===== config.mk =====
export PLATFORM = sky130hd
export DESIGN_NAME = integer_to_roman_encoder
export DESIGN_NICKNAME = d
export VERILOG_FILES = /design/src/rtl/rie_pkg.sv /design/src/rtl/integer_to_roman_encoder.sv /design/src/rtl/rie_seq.sv
export SDC_FILE = /design/constraint.sdc
export NUM_CORES = 1
export LEC_CHECK = 0
export CAP_MARGIN = 0
export CORE_MARGIN = 2
export CORE_UTILIZATION = 47
export CTS_CLUSTER_DIAMETER = 100
export DETAILED_ROUTE_END_ITERATION = 16
export DONT_BUFFER_PORTS = 1
export SYNTH_ARGS = -nofsm -noshare
export SYNTH_HDL_FRONTEND = slang
export SYNTH_SLANG_ARGS = --single-unit

===== constraint.sdc =====
create_clock -name i_clk -period 7.1 [get_ports i_clk]
set_input_delay 0 -clock i_clk [delete_from_list [all_inputs] [get_ports i_clk]]
set_output_delay 0 -clock i_clk [all_outputs]
set_load 0.02 [all_outputs]

===== src/rtl/rie_pkg.sv =====
`timescale 1ns / 1ps
// ----------------------------------------------------------------------------
// rie_pkg
// Shared types, ASCII symbol codes and the microcode ROM of the Roman
// numeral encoder.
// ----------------------------------------------------------------------------
package rie_pkg;

    localparam int VALUE_W  = 12;
    localparam int SYMBOL_W = 7;
    localparam int STEP_W   = 4;

    localparam logic [VALUE_W-1:0] MAX_VALUE = 12'd3999;

    localparam logic [SYMBOL_W-1:0] SYM_NONE = 7'h00;
    localparam logic [SYMBOL_W-1:0] SYM_I    = 7'h49;
    localparam logic [SYMBOL_W-1:0] SYM_V    = 7'h56;
    localparam logic [SYMBOL_W-1:0] SYM_X    = 7'h58;
    localparam logic [SYMBOL_W-1:0] SYM_L    = 7'h4C;
    localparam logic [SYMBOL_W-1:0] SYM_C    = 7'h43;
    localparam logic [SYMBOL_W-1:0] SYM_D    = 7'h44;
    localparam logic [SYMBOL_W-1:0] SYM_M    = 7'h4D;

    typedef enum logic [1:0] {
        SEQ_IDLE,
        SEQ_RUN,
        SEQ_PAIR,
        SEQ_ERR
    } t_seq_state;

    // One control word: weight to test and subtract, first and second symbol,
    // and whether the step emits a subtractive pair.
    typedef struct packed {
        logic [VALUE_W-1:0]  weight;
        logic [SYMBOL_W-1:0] sym_a;
        logic [SYMBOL_W-1:0] sym_b;
        logic                pair;
    } t_uword;

    // One result item handed from the sequencer to the output register.
    typedef struct packed {
        logic                valid;
        logic [SYMBOL_W-1:0] symbol;
        logic                last;
        logic                out_of_range;
    } t_emit;

    function automatic t_uword ucode(input logic [STEP_W-1:0] step);
        t_uword w;
        case (step)
            4'd0:    w = '{12'd1000, SYM_M, SYM_NONE, 1'b0};
            4'd1:    w = '{12'd900,  SYM_C, SYM_M,    1'b1};
            4'd2:    w = '{12'd500,  SYM_D, SYM_NONE, 1'b0};
            4'd3:    w = '{12'd400,  SYM_C, SYM_D,    1'b1};
            4'd4:    w = '{12'd100,  SYM_C, SYM_NONE, 1'b0};
            4'd5:    w = '{12'd90,   SYM_X, SYM_C,    1'b1};
            4'd6:    w = '{12'd50,   SYM_L, SYM_NONE, 1'b0};
            4'd7:    w = '{12'd40,   SYM_X, SYM_L,    1'b1};
            4'd8:    w = '{12'd10,   SYM_X, SYM_NONE, 1'b0};
            4'd9:    w = '{12'd9,    SYM_I, SYM_X,    1'b1};
            4'd10:   w = '{12'd5,    SYM_V, SYM_NONE, 1'b0};
            4'd11:   w = '{12'd4,    SYM_I, SYM_V,    1'b1};
            default: w = '{12'd1,    SYM_I, SYM_NONE, 1'b0};
        endcase
        return w;
    endfunction

endpackage


===== src/rtl/integer_to_roman_encoder.sv =====
`timescale 1ns / 1ps
// ----------------------------------------------------------------------------
// integer_to_roman_encoder
// Converts one 12-bit unsigned value into its Roman numeral, sent as a run
// of ASCII symbols, most significant first, with tlast on the final one.
// ----------------------------------------------------------------------------
//  channel   dir   tdata bits              tuser           tlast
//  s_axis    in    [11:0] value            -               -
//  m_axis    out   [6:0]  symbol           out_of_range    last
//
//  A value is taken while the sequencer is idle. The sequencer emits one
//  symbol per cycle while the output is not stalled, and steps past each
//  weight of the 13-step microcode table that the remainder does not cover
//  (3888: 15 symbols). A value of 0 emits nothing; a value above 3999 gives
//  one out-of-range item. Reset is synchronous, active low, and empties the
//  sequencer and the output register. Output stalls hold back the sequencer.
// ----------------------------------------------------------------------------
module integer_to_roman_encoder (
    input  logic        i_clk,
    input  logic        i_rst_n,
    input  logic        s_axis_tvalid,
    output logic        s_axis_tready,
    input  logic [15:0] s_axis_tdata,   // [11:0] value, [15:12] zero
    output logic        m_axis_tvalid,
    input  logic        m_axis_tready,
    output logic [7:0]  m_axis_tdata,   // [6:0] symbol, [7] zero
    output logic        m_axis_tlast,
    output logic        m_axis_tuser    // [0] out_of_range
);

    logic                              w_idle;
    logic                              w_load;
    logic                              w_slot_free;
    rie_pkg::t_emit                    w_emit;

    logic                              r_out_vld;
    logic [rie_pkg::SYMBOL_W-1:0]      r_out_sym;
    logic                              r_out_last;
    logic                              r_out_oor;

    // Take a new value only when the previous one is fully sequenced.
    assign s_axis_tready = w_idle;
    assign w_load        = s_axis_tvalid && w_idle;

    // The output register may refill when empty or draining this cycle.
    assign w_slot_free   = !r_out_vld || m_axis_tready;

    rie_seq u_seq (
        .i_clk       (i_clk),
        .i_rst_n     (i_rst_n),
        .i_load      (w_load),
        .i_value     (s_axis_tdata[rie_pkg::VALUE_W-1:0]),
        .i_slot_free (w_slot_free),
        .o_idle      (w_idle),
        .o_emit      (w_emit)
    );

    // Output register: hold while stalled, advance when a symbol is emitted.
    always_ff @(posedge i_clk) begin
        if (!i_rst_n) begin
            r_out_vld <= 1'b0;
        end else if (w_slot_free) begin
            r_out_vld <= w_emit.valid;
        end
        if (w_emit.valid) begin
            r_out_sym  <= w_emit.symbol;
            r_out_last <= w_emit.last;
            r_out_oor  <= w_emit.out_of_range;
        end
    end

    assign m_axis_tvalid = r_out_vld;
    assign m_axis_tdata  = {1'b0, r_out_sym};
    assign m_axis_tlast  = r_out_last;
    assign m_axis_tuser  = r_out_oor;

`ifndef SYNTH
    // An error item is a lone, terminated item with no symbol.
    a_err_item: assert property (@(posedge i_clk) disable iff (!i_rst_n)
        (m_axis_tvalid && m_axis_tuser) |-> (m_axis_tlast && (m_axis_tdata == 8'd0)))
        else $error("out-of-range item without last or with a symbol");

    // A regular item always carries a Roman symbol.
    a_sym_nonzero: assert property (@(posedge i_clk) disable iff (!i_rst_n)
        (m_axis_tvalid && !m_axis_tuser) |-> (m_axis_tdata[6:0] != 7'd0))
        else $error("symbol item carries a zero code");

    // A nonzero value keeps the sequencer busy in the following cycle.
    a_load_busy: assert property (@(posedge i_clk) disable iff (!i_rst_n)
        (s_axis_tvalid && s_axis_tready && (s_axis_tdata[11:0] != 12'd0))
            |=> !s_axis_tready)
        else $error("sequencer idle right after a nonzero value");
`endif

endmodule


===== src/rtl/rie_seq.sv =====
`timescale 1ns / 1ps
// ----------------------------------------------------------------------------
// rie_seq
// Microcoded sequencer: walks the weight table, subtracting and emitting one
// symbol per cycle while the remainder covers the weight and the slot is free.
// ----------------------------------------------------------------------------
module rie_seq (
    input  logic                            i_clk,
    input  logic                            i_rst_n,
    input  logic                            i_load,
    input  logic [rie_pkg::VALUE_W-1:0]     i_value,
    input  logic                            i_slot_free,
    output logic                            o_idle,
    output rie_pkg::t_emit                  o_emit
);

    rie_pkg::t_seq_state              r_state, n_state;
    logic [rie_pkg::STEP_W-1:0]       r_step,  n_step;
    logic [rie_pkg::VALUE_W-1:0]      r_rem,   n_rem;

    rie_pkg::t_uword                  w_uw;
    logic                             w_hit;
    logic [rie_pkg::VALUE_W-1:0]      w_diff;

    assign w_uw   = rie_pkg::ucode(r_step);
    assign w_hit  = (r_rem >= w_uw.weight);
    assign w_diff = r_rem - w_uw.weight;
    assign o_idle = (r_state == rie_pkg::SEQ_IDLE);

    // next state
    always_comb begin
        n_state = r_state;
        case (r_state)
            rie_pkg::SEQ_IDLE: begin
                if (i_load) begin
                    if (i_value == '0) begin
                        n_state = rie_pkg::SEQ_IDLE;
                    end else if (i_value > rie_pkg::MAX_VALUE) begin
                        n_state = rie_pkg::SEQ_ERR;
                    end else begin
                        n_state = rie_pkg::SEQ_RUN;
                    end
                end
            end
            rie_pkg::SEQ_RUN: begin
                if (w_hit && i_slot_free) begin
                    if (w_uw.pair) begin
                        n_state = rie_pkg::SEQ_PAIR;
                    end else if (w_diff == '0) begin
                        n_state = rie_pkg::SEQ_IDLE;
                    end
                end
            end
            rie_pkg::SEQ_PAIR: begin
                if (i_slot_free) begin
                    n_state = (r_rem == '0) ? rie_pkg::SEQ_IDLE : rie_pkg::SEQ_RUN;
                end
            end
            rie_pkg::SEQ_ERR: begin
                if (i_slot_free) begin
                    n_state = rie_pkg::SEQ_IDLE;
                end
            end
            default: n_state = rie_pkg::SEQ_IDLE;
        endcase
    end

    // datapath: remainder and step counter
    always_comb begin
        n_rem  = r_rem;
        n_step = r_step;
        case (r_state)
            rie_pkg::SEQ_IDLE: begin
                if (i_load) begin
                    n_rem  = i_value;
                    n_step = '0;
                end
            end
            rie_pkg::SEQ_RUN: begin
                if (w_hit) begin
                    if (i_slot_free) begin
                        n_rem = w_diff;
                    end
                end else begin
                    n_step = r_step + 1'b1;
                end
            end
            default: begin
                n_rem  = r_rem;
                n_step = r_step;
            end
        endcase
    end

    // emitted item
    always_comb begin
        o_emit = '0;
        case (r_state)
            rie_pkg::SEQ_RUN: begin
                o_emit.valid  = w_hit && i_slot_free;
                o_emit.symbol = w_uw.sym_a;
                o_emit.last   = !w_uw.pair && (w_diff == '0);
            end
            rie_pkg::SEQ_PAIR: begin
                o_emit.valid  = i_slot_free;
                o_emit.symbol = w_uw.sym_b;
                o_emit.last   = (r_rem == '0);
            end
            rie_pkg::SEQ_ERR: begin
                o_emit.valid        = i_slot_free;
                o_emit.symbol       = rie_pkg::SYM_NONE;
                o_emit.last         = 1'b1;
                o_emit.out_of_range = 1'b1;
            end
            default: o_emit = '0;
        endcase
    end

    always_ff @(posedge i_clk) begin
        if (!i_rst_n) begin
            r_state <= rie_pkg::SEQ_IDLE;
            r_step  <= '0;
        end else begin
            r_state <= n_state;
            r_step  <= n_step;
        end
        r_rem <= n_rem;
    end

endmodule


==> results of run 1 <==
what timing repair did:
item	CTS	global route
hold buffers	14	0
endpoints found under the hold margin	17	0
buffers inserted	0	0
registers in the layout, indices dropped and copies added, names as in the netlist:
signal and flops:
r_out_sym 6, u_seq.r_rem 12, m_axis_tvalid 1, u_seq.r_state 2
u_seq.r_step 4, m_axis_tlast 1, u_seq.w_uw 20, m_axis_tuser 1
worst max-delay path: stages (launching register included):
cell	delay, ns
edfxtp_1	0.34
inv_1	0.07
ha_1	0.22
fa_1	0.40
nand2b_1	0.20
a21oi_2	0.34
o211ai_4	0.18
a21oi_1	0.25
mux2i_1	0.11
nor2_1	0.91
where the power goes:
group          internal (mW)  switching (mW)  total [mW]
clock                 0.0800          0.0938       0.174
sequential             0.406          0.0880       0.494
combinational          0.247           0.411       0.657
layout by cell type (no fill, tap or decap), drive strengths merged, types with 2 or more instances in the layout:
| cell | instances |
|---|---|
| a211oi | 2 |
| a21boi | 2 |
| a21o | 6 |
| a21oi | 14 |
| a22o | 7 |
| a22oi | 3 |
| a31oi | 3 |
| a41oi | 2 |
| and2 | 3 |
| and3 | 4 |
| clkbuf | 7 |
| conb | 2 |
| dfxtp | 27 |
| dlygate4sd3 | 14 |
| edfxtp | 20 |
| ha | 14 |
| inv | 23 |
| mux2 | 2 |
| mux2i | 3 |
| nand2 | 34 |
| nand2b | 3 |
| nand3 | 11 |
| nand4 | 2 |
| nor2 | 22 |
| nor2b | 6 |
| nor3 | 4 |
| nor4 | 7 |
| o211a | 4 |
| o211ai | 3 |
| o21a | 7 |
| o21ai | 18 |
| o221ai | 2 |
| o31ai | 2 |
| o32ai | 2 |
| o41ai | 2 |
| or2 | 5 |
| or3 | 2 |
| xnor2 | 6 |
| xor2 | 3 |
final cells by class:
type                       count  area, um^2  share of cell area
inverter                      23        93.8              0.0292
timing repair buffer          14         140              0.0437
multi-input combinational    232        1650               0.513
sequential                    47        1140               0.356
tap                           75        93.8              0.0292
clock inverter                 1        8.76             0.00273
clock buffer                   7        86.3              0.0269
stage by stage:
stage,hold slack [ns],std cells,power [mW]
after floorplan,0.182,316,1.01
after global placement,0.135,377,1.13
after detailed placement,0.135,377,1.14
after CTS,0.0313,399,1.32
after global routing,0.0689,399,1.42
final,0.0281,399,1.33
metal layers:
metal,global-route usage,share of wire,routed length [um]
met2,0.316,0.43,3030
met4,0.0537,0.013,91
met5,0,0,0
met1,0.319,0.51,3610
met3,0.0338,0.043,306
logic make-up (layout without fill, tap and decap cells):
kind of cell,after synthesis,count (layout),synth area share
xor gates and xnor gates,9,9,0.0266
adders and majority gates,15,15,0.0659
muxes,5,5,0.0232
DFF,47,47,0.385
AOI/OAI and AO/OA,91,91,0.233
and+or+nand+nor,110,110,0.204
other,1,2,0.00127
buffers and inverters,37,45,0.0608
worst paths after layout:
path	startpoint	end	slack [ns]	depth (start not counted)
setup reg to reg	u_seq.r_rem[0]$_DFFE_PP_	u_seq.r_rem[7]$_DFFE_PP_	3.69	9
hold reg to reg	u_seq.w_uw[3]$_DFF_P_	r_out_sym[2]$_SDFFCE_PP0P_	0.53	1
hold / removal	s_axis_tdata[10]	u_seq.r_state[1]$_SDFFE_PN0P_	0.03	4
setup / recovery	u_seq.r_rem[0]$_DFFE_PP_	u_seq.r_rem[7]$_DFFE_PP_	3.69	9
==> flow_summary.yaml, run 1 <==
clocking:
  clk_pin_slew_ns: 0.09
  htreeDepth: 2
  clock_sinks: 47
  clk_path_buf_depth: 2
  cts_inserted_buffers: 5
  worstSkewPairLatency_ns: 0.30
  cts_tree: "yes"
  cts-root-buf: "clkbuf_8"
  cts_resized: 0
pwr:
  p_leak_nw: 1.31
  vdd_drop_max_mv: 0.186
  power_density_mw_per_mm2: 413
finish:
  final_layout_size_suffix_gt1_frac: 0.0926
  fin_util: 0.536
  antenna_cells: 0
  postLayoutCellArea_mm2: 0.00321
  n_fill_cell: 567
  syn2layout_area_growth_pct: 8.32
  nets: 358
logic_synthesis:
  synth_seq_cells: 47
  yosysTopAreaCell: "edfxtp_1"
  syn_inst: 315
  syn_area_per_cell_um2: 9.41
  ys_seq_area_frac: 0.385
  ys_top_cells_by_count: "nand2_1 (33), dfxtp_1 (27), edfxtp_1 (20), nor2_1 (20), inv_1 (18)"
  async_reset_ff_frac: 0
  yosys_warnings: 0
  yosysUniqueCellTypes: 82
  yosysTopAreaCellShare: 0.203
  syn_area_mm2: 0.00296
  synth_edf_count: 20
  synthMostInstantiatedCell: "nand2_1"
  ys.flop_type: "dfxtp_1"
  synthTopCellsByArea: "edfxtp_1 (20%), dfxtp_1 (18%), ha_1 (5.9%)"
drt:
  ant_nets: 0
  drtIter0Drc: 127
  vias: 2332
  vias_per_cell: 5.84
  drc: 0
  dr.pass1.iters: 4
  avgRoutedWirePerCell_um: 17.6
  wirelength_um: 7040
placement:
  dpl.hpwl_um: 5230
  preCtsSetupSlack_ns: 3.74
  postPlaceCellArea_mm2: 0.00297
  gp_congestion: 0.863
  place.port_buffers: 0
die:
  row_count: 28
  initial_core_util: 0.495
  die_area_mm2: 0.00695
  die_y_um: 83.4
  fp.coreArea_mm2: 0.00599
  num_io_pins: 32
  die_x_um: 83.4
grt:
  grt_max_degree: 25
  grt_pass1_wl_um: 11700
  grt_remaining_overflow: 0
  antenna_found_initial: 0
  grt_pass1_vias: 2239
  grt_usage: 0.212
critical_path:
  cp_max_fo: 12
  required_ns: 7.02
  path_class: "flip-flop to flip-flop"
  worstPathArrival_ns: 3.33
  crit_path_end_kind: "flip-flop"
  startpoint_type: "flip-flop"
timing:
  tightest_slew_ns: 1.20
  slew_headroom: 0.195
  period_needed_ns: 3.41
  rsz0062_at_grt: "no"
  finalSetupTns_ns: 0
  drv_slew: 0
  setup_viol: 0
  fmax_mhz: 293
  finClkSkew_ns: 0.00690
  setup_ws_ns: 3.69
  post-route-period-util: 0.480
  hold_viol_final: 0
hold_path:
  hold_class: "primary input to flip-flop"
job:
  cap_violations: 0
outcome:
  status: "finished, final reports clean"
Note: power is estimated with default switching activity, not from simulation.
==> run 2, diff against run 1 <==
- ABC_AREA: unset -> 1
- clock period: 7.1 -> 2.95 ns (I/O delays scaled with it)
==> run 2 against run 1 <==
Net effect: worst setup slack worse by 3.4 ns; critical path depth up 7; synthesized cell count up 25%; power rose to 2.6 times the previous value; highest routed layer unchanged; largest power group unchanged; final area up 0.82%; non-clock buffer count up 6.
==> flow_summary.yaml, run 2 <==
outcome:
  status: "finished, final reports clean"
placement:
  gp_congestion: 0.865
  place.port_buffers: 0
  dpl.hpwl_um: 5000
  preCtsSetupSlack_ns: 0.242
clocking:
  clock_sinks: 47
  clk_pin_slew_ns: 0.09
  post-cts-setup-buffers: 0
  cts-root-buf: "clkbuf_8"
  cts_inserted_buffers: 5
  worstSkewPairLatency_ns: 0.31
  cts_tree: "yes"
  htreeDepth: 2
  clk_path_buf_depth: 2
finish:
  antenna_cells: 0
  final_layout_size_suffix_gt1_frac: 0.106
  nets: 448
  final_common_cell: "nand2_1"
  largest_reg_flops: 20
  syn2layout_area_growth_pct: 11.9
  layout.cells.most_common_list: "nand2_1 (127), inv_1 (53), nand3_1 (37)"
pwr:
  p_leak_nw: 1.59
  vdd_drop_max_mv: 0.444
  power_mw: 3.50
  power_density_mw_per_mm2: 1080
critical_path:
  worstReg2RegEnd: "u_seq.w_uw[17]$_DFF_P_"
  r2r_slack_ns: 0.29
  endpoint: "u_seq.w_uw[17]$_DFF_P_"
  slowest_stage: "fa_1"
  slowest_delay_ns: 0.39
  crit_chain: "inv_1 > ha_1 > fa_1 > inv_1 > nand2_1 > nand2_1 > nand4_1 > nand4_2 > nand2_2 > nand3_1 > nand3_4 > ha_4 > inv_1 > nand2_1 > nand3_1 > o21ai_1"
  r2r_start: "u_seq.r_rem[0]$_DFFE_PP_"
  path_class: "flip-flop to flip-flop"
  cp_max_fo: 9
  crit_path_end_kind: "flip-flop"
  worstPathArrival_ns: 2.86
  cp-startpoint: "u_seq.r_rem[0]$_DFFE_PP_"
  r2r_cells: 16
  startpoint_type: "flip-flop"
  required_ns: 3.15
grt:
  grt_remaining_overflow: 0
  grt_pass1_wl_um: 10200
  grt_usage: 0.200
  antenna_found_initial: 0
  grt_max_degree: 20
  grt_pass1_vias: 2244
die:
  die_y_um: 82.4
  die_area_mm2: 0.00680
  row_count: 28
  die_x_um: 82.4
  initial_core_util: 0.488
  fp.coreArea_mm2: 0.00592
  num_io_pins: 32
drt:
  vias_per_cell: 5.08
  wirelength_um: 6460
  drtIter0Drc: 188
  drc: 0
  dr.pass1.iters: 4
  ant_nets: 0
  vias: 2485
  avgRoutedWirePerCell_um: 13.2
timing:
  finalSetupTns_ns: 0
  fmax_mhz: 377
  setup_ws_ns: 0.294
  drv_slew: 0
  tightest_slew_ns: 0.625
  period_needed_ns: 2.66
  rsz0062_at_grt: "no"
  hold_viol_final: 0
  finClkSkew_ns: 0.00829
  setup_viol: 0
  slew_headroom: 0.579
  post-route-period-util: 0.900
logic_synthesis:
  ys_top_cells_by_count: "nand2_1 (127), inv_1 (53), nand3_1 (37), dfxtp_1 (27), nor2_1 (21)"
  synthMostInstantiatedCell: "nand2_1"
  synth_edf_count: 20
  yosys_warnings: 0
  syn_area_mm2: 0.00289
  yosysTopAreaCellShare: 0.208
  yosysTopAreaCell: "edfxtp_1"
  ys_seq_area_frac: 0.395
  ys.flop_type: "dfxtp_1"
  yosysUniqueCellTypes: 43
  syn_area_per_cell_um2: 7.32
  synth_seq_cells: 47
  async_reset_ff_frac: 0
  synthTopCellsByArea: "edfxtp_1 (21%), dfxtp_1 (19%), nand2_1 (16%)"
  syn_inst: 395
hold_path:
  hold_class: "primary input to flip-flop"
  holdPathStages: 4
job:
  cap_violations: 0
## run 2: changes by cell type after synthesis, sizes merged, moves of 5 or more
cell	delta
nor2b	-6
xnor2	-5
inv	+39
a22o	-7
nand2	+99
o21a	-7
nand3	+28
a21o	-6
## run 2: layer usage
metal	up-vias	global-route usage	share of wire	routed length, um
li1	1307	-	-	-
met1	1114	0.278	0.49	3170
met2	55	0.319	0.45	2890
met3	9	0.0326	0.050	323
met4	0	0.0600	0.012	76
met5	-	0	0	0
## run 2: cell type report
class                      count  area [um^2]
tap                           75         93.8
timing repair buffer          20          185
sequential                    47         1140
clock buffer                   7          108
clock inverter                 1         5.00
inverter                      62          238
fill                         571         2690
multi-input combinational    277         1470
## run 2: per-stage QoR
stage	cell area [um^2]	hold WS, ns	util	instances
floorplan	2900	0.186	-	396
global placement	2970	0.127	0.502	467
detailed placement	2970	0.127	0.502	467
CTS	3220	0.0222	0.544	489
global route	3240	0.0335	0.546	489
finish	3240	0.0330	0.546	489
## run 2: worst max-delay path: cells and delay by family, from the launching register on
family | cells | cell delay (ns)
compound gates | 1 | 0.05
fa+ha+maj | 3 | 0.89
buf+inv | 3 | 0.21
flops | 1 | 0.36
simple gates | 9 | 1.04
## run 2: worst min path at each step
stage / start / end / slack, ns
floorplan: s_axis_tdata[7] / u_seq.r_rem[7]$_DFFE_PP_ / 0.19
detailed placement: i_rst_n / u_seq.r_state[0]$_SDFFE_PN0P_ / 0.13
global route: s_axis_tdata[8] / u_seq.r_state[1]$_SDFFE_PN0P_ / 0.03
global placement: i_rst_n / u_seq.r_state[0]$_SDFFE_PN0P_ / 0.13
CTS: s_axis_tdata[8] / u_seq.r_state[1]$_SDFFE_PN0P_ / 0.02
finish: s_axis_tdata[8] / u_seq.r_state[1]$_SDFFE_PN0P_ / 0.03
## run 2: kinds of logic after synthesis
group	count (synthesis)	synth area share
buf+inv	72	0.104
compound gates	45	0.0961
simple gates	213	0.330
xor+xnor	2	0.00606
fa+ha+maj	15	0.0675
other cells	1	0.00130
flops	47	0.395
## run 2: power breakdown
part	internal [mW]	switching [mW]	leakage (nW)	total [mW]
clock	0.240	0.220	0.0594	0.460
sequential	0.978	0.167	0.420	1.15
combinational	0.651	1.24	1.11	1.89
## run 2: repair_timing
| action | CTS | global route |
|---|---|---|
| hold buffers | 14 | 0 |
| hold endpoints to repair | 24 | 0 |
| gates resized for setup | 0 | 1 |
| setup endpoints to repair | 0 | 1 |
==> run 3, diff against run 2 <==
- CORE_UTILIZATION: 47 -> 40
==> run 3 against run 2 <==
Net effect: final cell count increased by 4.7%; global-route usage fell by 2.8 points; hold slack gained 0.0041 ns; power hardly changed; clock power down 12%.
==> flow_summary.yaml, run 3 (same netlist as run 2, synthesis figures left out) <==
outcome:
  status: "finished, final reports clean"
clocking:
  cts-root-buf: "clkbuf_8"
  cts_inserted_buffers: 5
  clock_sinks: 47
  clk_path_buf_depth: 2
  htreeDepth: 2
  worstSkewPairLatency_ns: 0.30
  cts_tree: "yes"
  clk_pin_slew_ns: 0.09
hold_path:
  hold_class: "primary input to flip-flop"
critical_path:
  cp_max_fo: 7
  startpoint_type: "flip-flop"
  worstPathArrival_ns: 2.86
  required_ns: 3.14
  crit_path_end_kind: "flip-flop"
  path_class: "flip-flop to flip-flop"
finish:
  antenna_cells: 0
  layout.cells.most_common_list: "nand2_1 (127), inv_1 (53), nand3_1 (37)"
  seq_area_mm2: 0.00114
  final_layout_size_suffix_gt1_frac: 0.111
  syn2layout_area_growth_pct: 12.8
  final_common_cell: "nand2_1"
  nets: 450
  multi_input_area_mm2: 0.00147
  largest_reg_flops: 20
  n_fill_cell: 712
die:
  initial_core_util: 0.419
  num_io_pins: 32
  die_x_um: 89.0
  die_y_um: 89.0
  die_area_mm2: 0.00792
  fp.coreArea_mm2: 0.00691
  row_count: 30
pwr:
  vdd_drop_max_mv: 0.318
  power_mw: 3.50
  p_leak_nw: 1.59
  power_density_mw_per_mm2: 1070
timing:
  holdWs_ns: 0.0371
  finClkSkew_ns: 0.00585
  setup_viol: 0
  drv_slew: 0
  tightest_slew_ns: 0.675
  slew_headroom: 0.546
  fmax_mhz: 375
  post-route-period-util: 0.905
  finalSetupTns_ns: 0
  rsz0062_at_grt: "no"
  hold_viol_final: 0
  period_needed_ns: 2.67
grt:
  grt_pass1_vias: 2290
  met1_usage: 0.248
  grtUsageMet2: 0.271
  grt_max_degree: 20
  grt_usage: 0.172
  busiest_layer: "met2"
  grt_pass1_wl_um: 10600
  antenna_found_initial: 0
  use_met3: 0.0323
  grt_remaining_overflow: 0
drt:
  wirelength_um: 6670
  ant_nets: 0
  drtIter0Drc: 102
  dr.pass1.iters: 4
  vias: 2458
  avgRoutedWirePerCell_um: 13.0
  vias_per_cell: 4.80
  drc: 0
placement:
  gp_congestion: 0.868
  place.port_buffers: 0
  dpl.hpwl_um: 5180
job:
  cap_violations: 0
run 3: changes by cell type in the layout (fill, tap and decap cells not counted), sizes merged:
cell	previous run	this run
buf	6	8
clkbuf	7	6
inv	62	63
run 3: per-layer routing:
layer / wire (um) / share of wire / up-vias
met5: 0 / 0 / -
met4: 48 / 0.0072 / 0
met3: 331 / 0.050 / 5
met2: 2980 / 0.45 / 48
met1: 3310 / 0.50 / 1092
li1: - / - / 1313
run 3: worst max-delay path: stages (launching register included):
cell	delay (ns)
edfxtp_1	0.36
inv_1	0.05
ha_1	0.20
fa_1	0.38
inv_1	0.10
nand2_1	0.06
nand2_1	0.12
nand4_1	0.12
nand4_2	0.16
nand2_2	0.11
nand3_1	0.16
nand3_4	0.16
ha_4	0.30
inv_1	0.07
nand2_1	0.05
nand3_1	0.09
o21ai_1	0.06
run 3: worst paths after layout:
kind	depth (start not counted)	to	slack (ns)	startpoint
min	4	u_seq.r_state[1]$_SDFFE_PN0P_	0.04	s_axis_tdata[8]
min reg2reg	2	r_out_sym[2]$_SDFFCE_PP0P_	0.51	u_seq.w_uw[10]$_DFF_P_
max	16	u_seq.w_uw[17]$_DFF_P_	0.28	u_seq.r_rem[0]$_DFFE_PP_
max reg2reg	16	u_seq.w_uw[17]$_DFF_P_	0.28	u_seq.r_rem[0]$_DFFE_PP_
run 3: timing repair:
item	in CTS	in global routing
buffers inserted	0	1
hold buffers	14	0
gates resized for setup	0	1
endpoints found under the setup margin	0	1
endpoints found under the hold margin	25	0
run 3: cell type report:
type,count,share of cell area
clock buffer,6,0.0253
clock inverter,2,0.00422
inverter,62,0.0729
multi-input combinational,277,0.449
sequential,47,0.350
tap,96,0.0368
timing repair buffer,22,0.0614
run 3: per-stage QoR:
step	setup WS (ns)	utilization	instances	cell area (um^2)
detailed placement	0.208	0.435	489	3000
global route	0.0136	0.472	512	3260
CTS	0.172	0.469	511	3240
floorplan	0.117	-	396	2900
global placement	0.297	0.435	489	3000
finish	0.282	0.472	512	3260
run 3: report_power, final:
part | leakage [nW] | switching (mW) | internal [mW] | total [mW]
logic | 1.12 | 1.27 | 0.668 | 1.94
clock network | 0.0516 | 0.214 | 0.192 | 0.406
registers | 0.420 | 0.171 | 0.979 | 1.15
total | 1.59 | 1.66 | 1.84 | 3.50
